==> config.mk <==
export PLATFORM = sky130hd
export DESIGN_NAME = query_key_value_url_decoder
export DESIGN_NICKNAME = d
export VERILOG_FILES = /design/src/rtl/core/qkvud_pkg.sv /design/src/rtl/core/qkvud_parser.sv /design/src/rtl/core/qkvud_out_fifo.sv /design/src/rtl/core/query_key_value_url_decoder.sv
export SDC_FILE = /design/constraint.sdc
export NUM_CORES = 1
export LEC_CHECK = 0
export BUFFER_PORTS_ARGS = -buffer_cell sky130_fd_sc_hd__buf_2
export CAP_MARGIN = 20
export CORE_AREA = 2 2 119 121
export CTS_CLUSTER_SIZE = 24
export DETAILED_ROUTE_END_ITERATION = 8
export DIE_AREA = 0 0 121 123
export PLACE_DENSITY = 0.86
export SLEW_MARGIN = 40
export SYNTH_ARGS = -nofsm -noshare
export SYNTH_HDL_FRONTEND = slang
export SYNTH_SLANG_ARGS = --single-unit
export TNS_END_PERCENT = 1
==> constraint.sdc <==
create_clock -name aclk -period 4.5 [get_ports aclk]
set_input_delay 0.45 -clock aclk [delete_from_list [all_inputs] [get_ports aclk]]
set_output_delay 0.45 -clock aclk [all_outputs]
set_load 0.02 [all_outputs]
==> src/rtl/core/qkvud_pkg.sv <==
// Shared types, character codes and a helper function for the query key/value URL decoder.
// Used by qkvud_parser, qkvud_out_fifo and query_key_value_url_decoder. Depends on nothing.
package qkvud_pkg;

    // Port and storage sizes fixed by the register and field definitions.
    localparam int CfgDataWidth    = 64;
    localparam int KeyLenWidth     = 4;
    localparam int DefaultKeyBytes = 8;
    localparam int OutFifoDepth    = 4;

    // Configuration register indexes.
    localparam logic CFG_KEY_BYTES  = 1'b0;
    localparam logic CFG_KEY_LENGTH = 1'b1;

    // Characters with a special meaning in a form-encoded query.
    localparam logic [7:0] CHAR_AMP   = 8'h26;
    localparam logic [7:0] CHAR_EQ    = 8'h3D;
    localparam logic [7:0] CHAR_PLUS  = 8'h2B;
    localparam logic [7:0] CHAR_PCT   = 8'h25;
    localparam logic [7:0] CHAR_SPACE = 8'h20;

    // What one query byte produces: an optional data byte, then an optional terminator.
    typedef struct packed {
        logic       data_valid;
        logic [7:0] data_byte;
        logic       end_valid;
        logic       end_found;
    } qkvud_res_t;

    // One result beat as it leaves the block.
    typedef struct packed {
        logic [7:0] value_byte;
        logic       byte_valid;
        logic       found;
        logic       last;
    } qkvud_item_t;

    // Hex digit decode: bit 4 is set for a valid digit, bits 3..0 hold its value.
    function automatic logic [4:0] hex_digit(input logic [7:0] b);
        logic [4:0] r;
        r = 5'd0;
        if (b >= 8'h30 && b <= 8'h39) begin
            r = {1'b1, b[3:0]};
        end else if ((b >= 8'h61 && b <= 8'h66) || (b >= 8'h41 && b <= 8'h46)) begin
            r = {1'b1, b[3:0] + 4'd9};
        end
        return r;
    endfunction

endpackage

==> src/rtl/core/qkvud_parser.sv <==
// Pair/key/value parser: per-byte state update and result generation for one query byte.
// Depends on qkvud_pkg.
module qkvud_parser #(
    parameter int KEY_BYTES = qkvud_pkg::DefaultKeyBytes
) (
    input  logic                                aclk,
    input  logic                                aresetn,
    input  logic                                step_en,
    input  logic [7:0]                          in_byte,
    input  logic                                in_end,
    input  logic [KEY_BYTES*8-1:0]              key_bytes,
    input  logic [qkvud_pkg::KeyLenWidth-1:0]   key_length,
    output qkvud_pkg::qkvud_res_t               res,
    output logic                                answer_given
);
    import qkvud_pkg::*;

    localparam int KIW = (KEY_BYTES > 1) ? $clog2(KEY_BYTES) : 1;
    localparam logic [KeyLenWidth-1:0] KEY_BYTES_W = KeyLenWidth'(KEY_BYTES);
    localparam logic [KeyLenWidth-1:0] POS_MAX = {KeyLenWidth{1'b1}};

    localparam logic [1:0] PH_START   = 2'd0;
    localparam logic [1:0] PH_KEY     = 2'd1;
    localparam logic [1:0] PH_VALUE   = 2'd2;
    localparam logic [1:0] PH_SKIP    = 2'd3;

    logic [1:0]             phase_reg, phase_next;
    logic [KeyLenWidth-1:0] pos_reg, pos_next;
    logic                   mis_reg, mis_next;
    logic [1:0]             esc_reg, esc_next;
    logic [7:0]             escv_reg, escv_next;
    logic                   esci_reg, esci_next;
    logic                   ans_reg, ans_next;

    // Key character compare, shared by the key phase and the first key byte of a pair.
    logic [KeyLenWidth-1:0] kc_pos;
    logic                   kc_mis_in;
    logic                   kc_mis;
    logic [KeyLenWidth-1:0] kc_pos_inc;
    logic [7:0]             kc_key_byte;
    logic                   match_cur;
    logic                   match_nx;
    logic [4:0]             hex;
    logic [7:0]             esc_out;

    assign kc_pos    = (phase_reg == PH_START) ? '0 : pos_reg;
    assign kc_mis_in = (phase_reg == PH_START) ? 1'b0 : mis_reg;
    assign kc_key_byte = key_bytes[kc_pos[KIW-1:0]*8 +: 8];
    assign kc_mis = kc_mis_in || (kc_pos >= key_length) || (kc_pos >= KEY_BYTES_W) ||
                    (kc_key_byte != in_byte);
    assign kc_pos_inc = (kc_pos < POS_MAX) ? kc_pos + 1'b1 : kc_pos;

    assign match_cur = !mis_reg && (key_length != '0) && (key_length <= KEY_BYTES_W) &&
                       (pos_reg == key_length);
    assign hex = hex_digit(in_byte);
    assign esc_out = esci_reg ? 8'd0 : escv_reg;

    always_comb begin
        phase_next = phase_reg;
        pos_next   = pos_reg;
        mis_next   = mis_reg;
        esc_next   = esc_reg;
        escv_next  = escv_reg;
        esci_next  = esci_reg;
        ans_next   = ans_reg;
        res        = '0;
        match_nx   = 1'b0;

        if (!ans_reg) begin
            unique case (phase_reg)
                PH_START, PH_KEY: begin
                    if (phase_reg == PH_START && (in_byte == CHAR_AMP || in_byte == CHAR_EQ)) begin
                        phase_next = PH_START;
                    end else if (in_byte == CHAR_AMP) begin
                        if (match_cur) begin
                            res.end_valid = 1'b1;
                            res.end_found = 1'b1;
                            ans_next      = 1'b1;
                        end else begin
                            phase_next = PH_START;
                        end
                    end else if (in_byte == CHAR_EQ) begin
                        phase_next = match_cur ? PH_VALUE : PH_SKIP;
                    end else begin
                        phase_next = PH_KEY;
                        mis_next   = kc_mis;
                        pos_next   = kc_pos_inc;
                    end
                end
                PH_VALUE: begin
                    if (in_byte == CHAR_AMP) begin
                        // Flush a cut-short escape, then close the answer.
                        if (esc_reg != 2'd0) begin
                            res.data_valid = 1'b1;
                            res.data_byte  = esc_out;
                            esc_next  = 2'd0;
                            escv_next = 8'd0;
                            esci_next = 1'b0;
                        end
                        res.end_valid = 1'b1;
                        res.end_found = 1'b1;
                        ans_next      = 1'b1;
                    end else if (esc_reg == 2'd1) begin
                        if (!hex[4]) begin
                            esci_next = 1'b1;
                        end else begin
                            escv_next = {4'd0, hex[3:0]};
                        end
                        esc_next = 2'd2;
                    end else if (esc_reg == 2'd2) begin
                        res.data_valid = 1'b1;
                        if (esci_reg) begin
                            res.data_byte = 8'd0;
                        end else if (hex[4]) begin
                            res.data_byte = {escv_reg[3:0], hex[3:0]};
                        end else begin
                            res.data_byte = escv_reg;
                        end
                        esc_next  = 2'd0;
                        escv_next = 8'd0;
                        esci_next = 1'b0;
                    end else if (in_byte == CHAR_PLUS) begin
                        res.data_valid = 1'b1;
                        res.data_byte  = CHAR_SPACE;
                    end else if (in_byte == CHAR_PCT) begin
                        esc_next  = 2'd1;
                        escv_next = 8'd0;
                        esci_next = 1'b0;
                    end else begin
                        res.data_valid = 1'b1;
                        res.data_byte  = in_byte;
                    end
                end
                default: begin
                    if (in_byte == CHAR_AMP) begin
                        phase_next = PH_START;
                    end
                end
            endcase
        end

        if (in_end) begin
            if (!ans_next) begin
                match_nx = !mis_next && (key_length != '0) && (key_length <= KEY_BYTES_W) &&
                           (pos_next == key_length);
                res.end_valid = 1'b1;
                if (phase_next == PH_KEY && match_nx) begin
                    res.end_found = 1'b1;
                end else if (phase_next == PH_VALUE) begin
                    if (esc_next != 2'd0) begin
                        res.data_valid = 1'b1;
                        res.data_byte  = esci_next ? 8'd0 : escv_next;
                    end
                    res.end_found = 1'b1;
                end
            end
            // The query is over: all parse state goes back to its reset value for the next query.
            phase_next = PH_START;
            pos_next   = '0;
            mis_next   = 1'b0;
            esc_next   = 2'd0;
            escv_next  = 8'd0;
            esci_next  = 1'b0;
            ans_next   = 1'b0;
        end
    end

    always_ff @(posedge aclk) begin
        if (!aresetn) begin
            phase_reg <= PH_START;
            pos_reg   <= '0;
            mis_reg   <= 1'b0;
            esc_reg   <= 2'd0;
            escv_reg  <= 8'd0;
            esci_reg  <= 1'b0;
            ans_reg   <= 1'b0;
        end else if (step_en) begin
            phase_reg <= phase_next;
            pos_reg   <= pos_next;
            mis_reg   <= mis_next;
            esc_reg   <= esc_next;
            escv_reg  <= escv_next;
            esci_reg  <= esci_next;
            ans_reg   <= ans_next;
        end
    end

    assign answer_given = ans_reg;

endmodule

==> src/rtl/core/qkvud_out_fifo.sv <==
// Small result queue that takes up to two beats per cycle and gives one per cycle.
// Depends on qkvud_pkg.
module qkvud_out_fifo #(
    parameter int DEPTH = qkvud_pkg::OutFifoDepth
) (
    input  logic                     aclk,
    input  logic                     aresetn,
    input  logic [1:0]               push_cnt,
    input  qkvud_pkg::qkvud_item_t   push_a,
    input  qkvud_pkg::qkvud_item_t   push_b,
    input  logic                     pop,
    output qkvud_pkg::qkvud_item_t   head,
    output logic                     not_empty,
    output logic                     room2,
    output logic [$clog2(DEPTH):0]   level
);
    import qkvud_pkg::*;

    localparam int PW = $clog2(DEPTH);

    qkvud_item_t      mem_reg [DEPTH];
    logic [PW-1:0]    wr_ptr_reg, wr_ptr_next;
    logic [PW-1:0]    rd_ptr_reg, rd_ptr_next;
    logic [PW:0]      count_reg, count_next;
    logic [PW-1:0]    wr_ptr_b;
    logic             do_pop;

    assign do_pop      = pop && (count_reg != '0);
    assign wr_ptr_b    = wr_ptr_reg + 1'b1;
    assign wr_ptr_next = wr_ptr_reg + PW'(push_cnt);
    assign rd_ptr_next = rd_ptr_reg + PW'(do_pop);
    assign count_next  = count_reg + (PW+1)'(push_cnt) - (PW+1)'(do_pop);

    always_ff @(posedge aclk) begin
        if (push_cnt != 2'd0) begin
            mem_reg[wr_ptr_reg] <= push_a;
        end
        if (push_cnt == 2'd2) begin
            mem_reg[wr_ptr_b] <= push_b;
        end
    end

    always_ff @(posedge aclk) begin
        if (!aresetn) begin
            wr_ptr_reg <= '0;
            rd_ptr_reg <= '0;
            count_reg  <= '0;
        end else begin
            wr_ptr_reg <= wr_ptr_next;
            rd_ptr_reg <= rd_ptr_next;
            count_reg  <= count_next;
        end
    end

    assign head      = mem_reg[rd_ptr_reg];
    assign not_empty = (count_reg != '0);
    assign room2     = (count_reg <= (PW+1)'(DEPTH - 2));
    assign level     = count_reg;

endmodule

==> src/rtl/core/query_key_value_url_decoder.sv <==
// Top level of the query key/value URL decoder: input register, configuration registers,
// parser and result queue. Depends on qkvud_pkg, qkvud_parser and qkvud_out_fifo.
//
//  Channel   | Direction | Beat contents (lowest bit first)
//  ----------+-----------+------------------------------------------------------------
//  s_*       | in        | tdata: in_byte[7:0]; tlast: end_of_query
//  m_*       | out       | tdata: value_byte[7:0]; tuser: byte_valid, found; tlast: last
//  cfg_*     | in        | index 0: key_bytes (64 bits), index 1: key_length (4 bits)
//
// Each accepted byte is parsed from the input register once the queue has room for two
// beats, so the block sustains one query byte per clock while that room lasts. A byte
// gives at most two result beats (a data byte plus the terminator); the four-entry result
// queue absorbs them and the output side drains one beat per clock. Reset is synchronous
// and active low; it clears the parser state and both configuration registers and empties
// the queue. When m_tready is held low the queue fills and s_tready drops until room returns.
module query_key_value_url_decoder #(
    parameter int KEY_BYTES = qkvud_pkg::DefaultKeyBytes
) (
    input  logic                                  aclk,
    input  logic                                  aresetn,

    input  logic                                  s_tvalid,
    output logic                                  s_tready,
    input  logic [7:0]                            s_tdata,   // [7:0] in_byte
    input  logic                                  s_tlast,   // end_of_query

    output logic                                  m_tvalid,
    input  logic                                  m_tready,
    output logic [7:0]                            m_tdata,   // [7:0] value_byte
    output logic [1:0]                            m_tuser,   // [0] byte_valid, [1] found
    output logic                                  m_tlast,   // last

    input  logic                                  cfg_we,
    input  logic                                  cfg_addr,
    input  logic [qkvud_pkg::CfgDataWidth-1:0]    cfg_wdata
);
    import qkvud_pkg::*;

    localparam int LW = $clog2(OutFifoDepth) + 1;

    // Configuration registers. Only the key bytes that can ever be compared are stored.
    logic [KEY_BYTES*8-1:0]  key_bytes_reg;
    logic [KeyLenWidth-1:0]  key_length_reg;

    // Input register: holds one query byte until the parser can take it.
    logic                    in_valid_reg;
    logic [7:0]              in_byte_reg;
    logic                    in_end_reg;

    qkvud_res_t              res;
    logic                    answer_given;
    logic                    proc_fire;
    logic                    s_fire;

    qkvud_item_t             push_a, push_b, head;
    logic [1:0]              push_cnt;
    logic                    fifo_not_empty;
    logic                    fifo_room2;
    logic [LW-1:0]           fifo_level;

    always_ff @(posedge aclk) begin
        if (!aresetn) begin
            key_bytes_reg  <= '0;
            key_length_reg <= '0;
        end else if (cfg_we) begin
            unique case (cfg_addr)
                CFG_KEY_BYTES:  key_bytes_reg  <= cfg_wdata[KEY_BYTES*8-1:0];
                CFG_KEY_LENGTH: key_length_reg <= cfg_wdata[KeyLenWidth-1:0];
                default: ;
            endcase
        end
    end

    // The held byte is parsed only when the queue can take both possible result beats.
    assign proc_fire = in_valid_reg && fifo_room2;
    assign s_tready  = !in_valid_reg || proc_fire;
    assign s_fire    = s_tvalid && s_tready;

    always_ff @(posedge aclk) begin
        if (!aresetn) begin
            in_valid_reg <= 1'b0;
        end else if (s_tready) begin
            in_valid_reg <= s_tvalid;
        end
    end

    always_ff @(posedge aclk) begin
        if (s_fire) begin
            in_byte_reg <= s_tdata;
            in_end_reg  <= s_tlast;
        end
    end

    qkvud_parser #(
        .KEY_BYTES (KEY_BYTES)
    ) u_parser (
        .aclk         (aclk),
        .aresetn      (aresetn),
        .step_en      (proc_fire),
        .in_byte      (in_byte_reg),
        .in_end       (in_end_reg),
        .key_bytes    (key_bytes_reg),
        .key_length   (key_length_reg),
        .res          (res),
        .answer_given (answer_given)
    );

    // A data beat always comes before the terminator of the same byte.
    always_comb begin
        push_a = '0;
        push_b = '0;
        push_b.found = res.end_found;
        push_b.last  = 1'b1;
        if (res.data_valid) begin
            push_a.value_byte = res.data_byte;
            push_a.byte_valid = 1'b1;
        end else begin
            push_a.found = res.end_found;
            push_a.last  = 1'b1;
        end
        if (!proc_fire) begin
            push_cnt = 2'd0;
        end else begin
            push_cnt = {1'b0, res.data_valid} + {1'b0, res.end_valid};
        end
    end

    qkvud_out_fifo #(
        .DEPTH (OutFifoDepth)
    ) u_out_fifo (
        .aclk      (aclk),
        .aresetn   (aresetn),
        .push_cnt  (push_cnt),
        .push_a    (push_a),
        .push_b    (push_b),
        .pop       (m_tready),
        .head      (head),
        .not_empty (fifo_not_empty),
        .room2     (fifo_room2),
        .level     (fifo_level)
    );

    assign m_tvalid = fifo_not_empty;
    assign m_tdata  = head.value_byte;
    assign m_tuser  = {head.found, head.byte_valid};
    assign m_tlast  = head.last;

    // The queue never holds more beats than it has entries.
    a_fifo_bound: assert property (@(posedge aclk) disable iff (!aresetn)
        fifo_level <= LW'(OutFifoDepth))
        else $error("result queue overflow");

    // Every query ends in exactly one terminator: the final byte gives one unless it came earlier.
    a_one_terminator: assert property (@(posedge aclk) disable iff (!aresetn)
        proc_fire && in_end_reg && !answer_given |-> res.end_valid)
        else $error("query ended without a terminator");

    // No second terminator and no further data once the answer is out.
    a_no_repeat: assert property (@(posedge aclk) disable iff (!aresetn)
        proc_fire && answer_given |-> !res.end_valid && !res.data_valid)
        else $error("result after the answer was given");

    // The end of a query leaves the parser ready for a new one.
    a_end_clears: assert property (@(posedge aclk) disable iff (!aresetn)
        proc_fire && in_end_reg |=> !answer_given)
        else $error("answer flag survived the end of the query");

endmodule

Word-level counts from Yosys, hierarchy flattened
Memory sizes are Yosys's and may differ from the RTL's. A register that Yosys moved wholly into a read port is not among the register bits.
Cells that the tools add are included.
{"block": "totals", "elab_cells": 177, "ramBits": 44, "out_inout_bits": 13, "mem_count": 1, "reg_bits": 104, "in_bits": 79}
{"block": "op_classes", "n_reduce_logical": 32, "muxes": 94, "n_eq_ne": 14, "addsub": 8, "order_cmp": 11, "shift": 1, "bitwise": 1}
{"name": "u_out_fifo.mem_reg", "words": 4, "width": 11, "rd": 1, "rd_clocked_by_memory_dff": 1, "wr": 2, "line_no": "qkvud_out_fifo.sv:21", "rtl": "qkvud_item_t mem_reg [DEPTH];"}
{"op": "two-way mux 8 bit", "count": 14}
{"op": "two-way mux 9 bit", "count": 11}
{"op": "variable part select 64 x 7 -> 8 bit", "count": 1}
{"op": "two-way mux 2 bit", "count": 23}
{"op": "two-way mux 11 bit", "count": 3}
{"op": "== test 8 x 6 -> 1 bit, second input constant", "count": 4}
{"op": "two-way mux 4 bit", "count": 8}
{"op": "two-way mux 1 bit", "count": 30}
{"op": "greater-or-equal comparator 8 x 7 -> 1 bit, second input constant", "count": 2}
{"op": "<= comparator 8 x 7 -> 1 bit, second input constant", "count": 2}
{"op": "logical AND 1 bit", "count": 14}
{"op": "two-way mux 5 bit", "count": 2}
{"op": "== test 2 bit, second input constant", "count": 4}
{"op": "== test 4 bit", "count": 2}
{"op": "greater-or-equal comparator 8 x 6 -> 1 bit, second input constant", "count": 1}
{"op": "<= comparator 8 x 6 -> 1 bit, second input constant", "count": 1}
{"op": "inequality test 8 bit", "count": 1}
{"op": "one-hot mux 2 bit (2 select lines)", "count": 2}
{"op": "== test 2 x 1 -> 1 bit, second input constant", "count": 3}
{"op": "logical OR 1 bit", "count": 6}
{"op": "nonzero test 2 bit", "count": 3}
{"op": "adder 4 x 1 -> 4 bit, second input constant", "count": 1}
{"op": "adder 4 bit, second input constant", "count": 1}
{"op": "greater-or-equal comparator 4 bit", "count": 1}
{"op": "other kinds (18)", "count": 21}

Longest topological paths before layout
{"block": "depth", "ltp_word": 24, "depth_mapped": 19, "mapped_depth_nobuf": 17}

Cells and area by module
A second synthesis with hierarchy kept.
{"block": "hier_totals", "hier_cells": 898, "hier_area_um2": 8826.0}
{"mod": "query_key_value_url_decoder", "area_per_inst_um2": 3225.6, "cells_each": 323, "n_inst": 1, "seq_area_each_um2": 1651.6}
{"mod": "qkvud_parser", "area_per_inst_um2": 2922.8, "cells_each": 423, "n_inst": 1, "seq_area_each_um2": 380.4}
{"mod": "qkvud_out_fifo", "area_per_inst_um2": 2677.6, "cells_each": 152, "n_inst": 1, "seq_area_each_um2": 1461.4}

Worst setup path after synthesis
No wires, ideal clock.
{"block": "synth_timing", "kind": "register -> register", "startpoint": "register in_byte_reg[0]", "endpoint": "register u_out_fifo.count_reg[2], in the netlist u_out_fifo.level[2]", "synth_period_minus_slack_ns": 3.567, "t_arrival_ns": 3.440, "path_slack_ns": 0.933, "required_ns": 4.372, "path_stages_with_launch": 20, "n_path_buf": 2, "setup_ns": 0.128, "cell_sequence": "edfxtp_1 buf_2 inv_1 ha_1 and4b_1 and2_4 buf_6 nor2_1 o22ai_2 inv_1 nor2_1 inv_1 ha_1 and3_1 ha_1 inv_1 fa_1 xnor2_1 xnor2_1 nor2_1"}
{"block": "synth_via", "elab_chain_cells": 19, "word_cells_on_any_way": 65, "classes_between": "3 x add/sub; 8 x eq/ne; 45 x mux; 9 x reduce/logical"}
{"item": "from (decl)", "line_no": "query_key_value_url_decoder.sv:47", "rtl": "logic [7:0] in_byte_reg;"}
{"item": "from (signal assigned)", "line_no": "query_key_value_url_decoder.sv:89", "rtl": "in_byte_reg <= s_tdata;"}
{"item": "parallel branches: the longest is 14 deep, another holds two-way mux 9 bit"}
{"item": "two-way mux 11 bit *", "line_no": "qkvud_parser.sv:142", "rtl": "if (in_end) begin"}
{"item": "adder 1 x 1 -> 2 bit *", "line_no": "query_key_value_url_decoder.sv:124", "rtl": "push_cnt = {1'b0, res.data_valid} + {1'b0, res.end_valid};"}
{"item": "two-way mux 2 bit *", "line_no": "query_key_value_url_decoder.sv:121", "rtl": "if (!proc_fire) begin"}
{"item": "adder 3 x 2 -> 3 bit *", "line_no": "qkvud_out_fifo.sv:32", "rtl": "assign count_next = count_reg + (PW+1)'(push_cnt) - (PW+1)'(do_pop);"}
{"item": "subtractor 3 x 1 -> 3 bit *", "line_no": "qkvud_out_fifo.sv:32"}
{"item": "to (signal assigned)", "line_no": "qkvud_out_fifo.sv:51", "rtl": "count_reg <= count_next;"}
{"item": "to (decl)", "line_no": "qkvud_out_fifo.sv:24", "rtl": "logic [PW:0] count_reg, count_next;"}
Mark *: on every way between the ends.
A chain may end at the register's enable or synchronous reset.

Worst setup path after layout
Same ends and word-level chain as after synthesis.

==> impl_metrics.yaml <==
worst_setup_path:
  r2r_start: "in_byte_reg[0]"
  timing.critical_path.from_type: "flop"
  critical_path.max_fanout: 12
  cp-end-kind: "flop"
  crit_required_ns: 4.79
  rr_endpoint: "u_out_fifo.level[2]"
  reg2reg_depth: 17
  critical_path_class: "reg -> reg"
  critical_path_arrival_ns: 4.46
  ff2ff_setup_slack_ns: 0.33
drt:
  wire_per_inst_um: 17.4
  dr.pass1.iters: 6
  drtIter0Drc: 861
  via_per_inst: 6.16
  postRouteAntennaNets: 0
  vias: 7471
  wl_mm: 21.1
  drc: 0
clock_network:
  clkTransAtPathRegs_ns: 0.06
  cts_buffers: 17
  htreeDepth: 4
  root_buffer: "clkbuf_16"
  cts_num_sinks: 148
  holdBufCountCts: 0
  cts_tree: "built"
  cts_buffer_depth: 2
  clk_latency_ns: 0.43
final_layout:
  drive_gt1_frac: 0.187
  antenna_cells: 0
  fillers: 1111
  multi_input_area_um2: 4370
  final_nets: 1112
  utilization: 0.664
  area_growth_pct: 14.7
  fin_area_um2: 9040
  stdcell_count: 1213
  largest_reg_flops: 64
  seq_area_um2: 3090
flow_run:
  maxCapViolCount: 0
power_and_ir_drop:
  pwr-share-seq: 0.412
  swShare: 0.273
  power.switching_mw: 1.01
  p_clk_frac: 0.438
  combPwrFrac: 0.150
  p_int_mw: 2.69
  total_leakage_power_nw: 3.40
  power_mw: 3.70
  p_per_area_nw_per_um2: 409
  peakVddDrop_mv: 0.309
yosys:
  synth_top_area_frac: 0.343
  synth-adder-area-share: 0.0229
  yosysMostFrequentCell: "nand2_1"
  synth-seq-cells: 148
  yosys.area_share.simple: 0.232
  synth-compound-area-share: 0.221
  synth_area_leaders: "dfxtp_1, nand2_1, a21oi_1"
  asyncSetResetFlopFracSynth: 0
  synth_nets: 1058
  avgSynthCellArea_um2: 8.16
  syn_area_um2: 7880
  synthXorXnorAreaFrac: 0.0178
  synth_top_family_by_area: "simple AND/OR/NAND/NOR gates"
  synth_top_flop_cell: "dfxtp_1"
  yosysTopAreaCell: "dfxtp_1"
  synth_edf_count: 13
  synthesis.instances: 966
  synthMuxAreaShare: 0.0583
  synth_warnings: 0
  ys_seq_area_frac: 0.393
  synth_cell_types: 91
  ys_top_cells_by_count: "nand2_1, dfxtp_1, a21oi_1"
die:
  die-area_um2: 14900
  start_util: 0.579
  ios: 92
  die_x_um: 121
  core_um2: 13600
  die_h_um: 123
  rows: 43
place:
  place_area_um2: 8360
  dp_hpwl_mm: 14.6
  place_ws_ns: 0.409
  dp.cells: 1181
  io_buffers: 91
  gp_congestion: 0.939
grt:
  grt_util_met2: 0.481
  grt_pass1_wl_mm: 34.6
  grt_pass1_vias: 6914
  grt_use_met1: 0.390
  overflow: 0
  grtUsageMet3: 0.0613
  grt.busiest_layer: "met2"
  grt_usage: 0.294
  grt_max_degree: 59
  antenna_found_initial: 0
sta:
  fin_crit_ns: 4.17
  holdWs_ns: 0.196
  report.final.slew_viol_count: 0
  fmax_ghz: 0.240
  hold_violations: 0
  layout_setup_ws_ns: 0.331
  rsz0062_at_grt: "no"
  post-route-period-util: 0.927
  max-slew-margin-rel: 0.469
  fin_tns_setup_ns: 0
  setup_viol: 0
  worst_pin_slew_ns: 0.796
  clock_skew_ns: 0.0113
outcome:
  outcome: "finished clean"
worst_hold_path:
  min_from: "s_tlast"
  hold_class: "in -> reg"
  min_to: "in_end_reg"
  whs_path_depth: 1
[timing repair]
action | in CTS | in global routing
buffers inserted | 0 | 0
setup endpoints to repair | 0 | 7
gates resized for setup | 0 | 1
[area by class of cell]
cell class              count  area share
repair buffers            103      0.0612
clock buffers              21      0.0545
clock inverters            11      0.0202
well taps                 180      0.0249
flip-flops and latches    148       0.342
inverters                  33      0.0137
multi-input cells         717       0.483
[layout by cell type (no fill, tap or decap), drive strengths merged, types with 7 or more instances in the layout]
cell type  synthesis  final
dfxtp            135    135
inv               33     38
or3                8      8
a21oi            109    109
a21o               7      7
nor3              11     11
nand3             32     32
xnor2              9      9
nor2b              9      9
mux4              12     12
o21ai             58     58
a31oi             16     16
mux2i             11     11
and2              13     13
nor2              68     68
nand2            187    187
edfxtp            13     13
a211oi            10     10
nand2b            10     10
ha                12     12
xor2               7      7
buf               33    103
mux2               7      7
a22oi             14     14
clkbuf            35     21
[layer usage]
| layer | up-vias | wire length [um] |
|---|---|---|
| met5 | - | 0 |
| met4 | 0 | 474 |
| met3 | 49 | 1700 |
| met2 | 379 | 10000 |
| met1 | 3501 | 8940 |
| li1 | 3542 | - |
[worst max-delay path by stage]
stage                              start                       end  slack (ns)
after floorplan           in_byte_reg[0]       u_out_fifo.level[2]        0.93
after global placement    in_byte_reg[0]  u_out_fifo.mem_reg[1][1]        0.57
after detailed placement  in_byte_reg[0]  u_out_fifo.mem_reg[0][1]        0.41
after CTS                 in_byte_reg[0]  u_out_fifo.mem_reg[0][1]        0.29
after global routing      in_byte_reg[0]  u_out_fifo.mem_reg[0][1]        0.04
final                     in_byte_reg[0]       u_out_fifo.level[2]        0.33
[worst max-delay path, stage by stage, from the launching register on]
cell,delay (ns)
edfxtp_1,0.52
inv_1,0.23
ha_1,0.33
and4b_1,0.30
and2_4,0.25
nor2_1,0.07
o22ai_2,0.26
inv_1,0.08
nor2_1,0.38
inv_1,0.09
ha_1,0.37
and3_1,0.20
ha_1,0.15
inv_1,0.05
fa_1,0.37
xnor2_1,0.19
xnor2_1,0.14
nor2_1,0.05
[logic make-up after synthesis]
logic type,Yosys count
AO/OA/AOI/OAI,275
multiplexers,30
XOR/XNOR,16
AND/OR/NAND/NOR,382
flip-flops,148
buffers and inverters,101
adder cells (fa/ha/maj),14
[power groups by stage]
stage | Clock [mW] | Combinational (mW) | Sequential (mW)
2_1_floorplan | 0 | 0.437 | 1.49
3_3_place_gp | 0 | 0.529 | 1.55
3_5_place_dp | 0 | 0.541 | 1.55
4_1_cts | 1.62 | 0.552 | 1.52
5_1_grt | 1.69 | 0.610 | 1.54
6_report | 1.62 | 0.556 | 1.52
(Power assumes the default switching activity.)
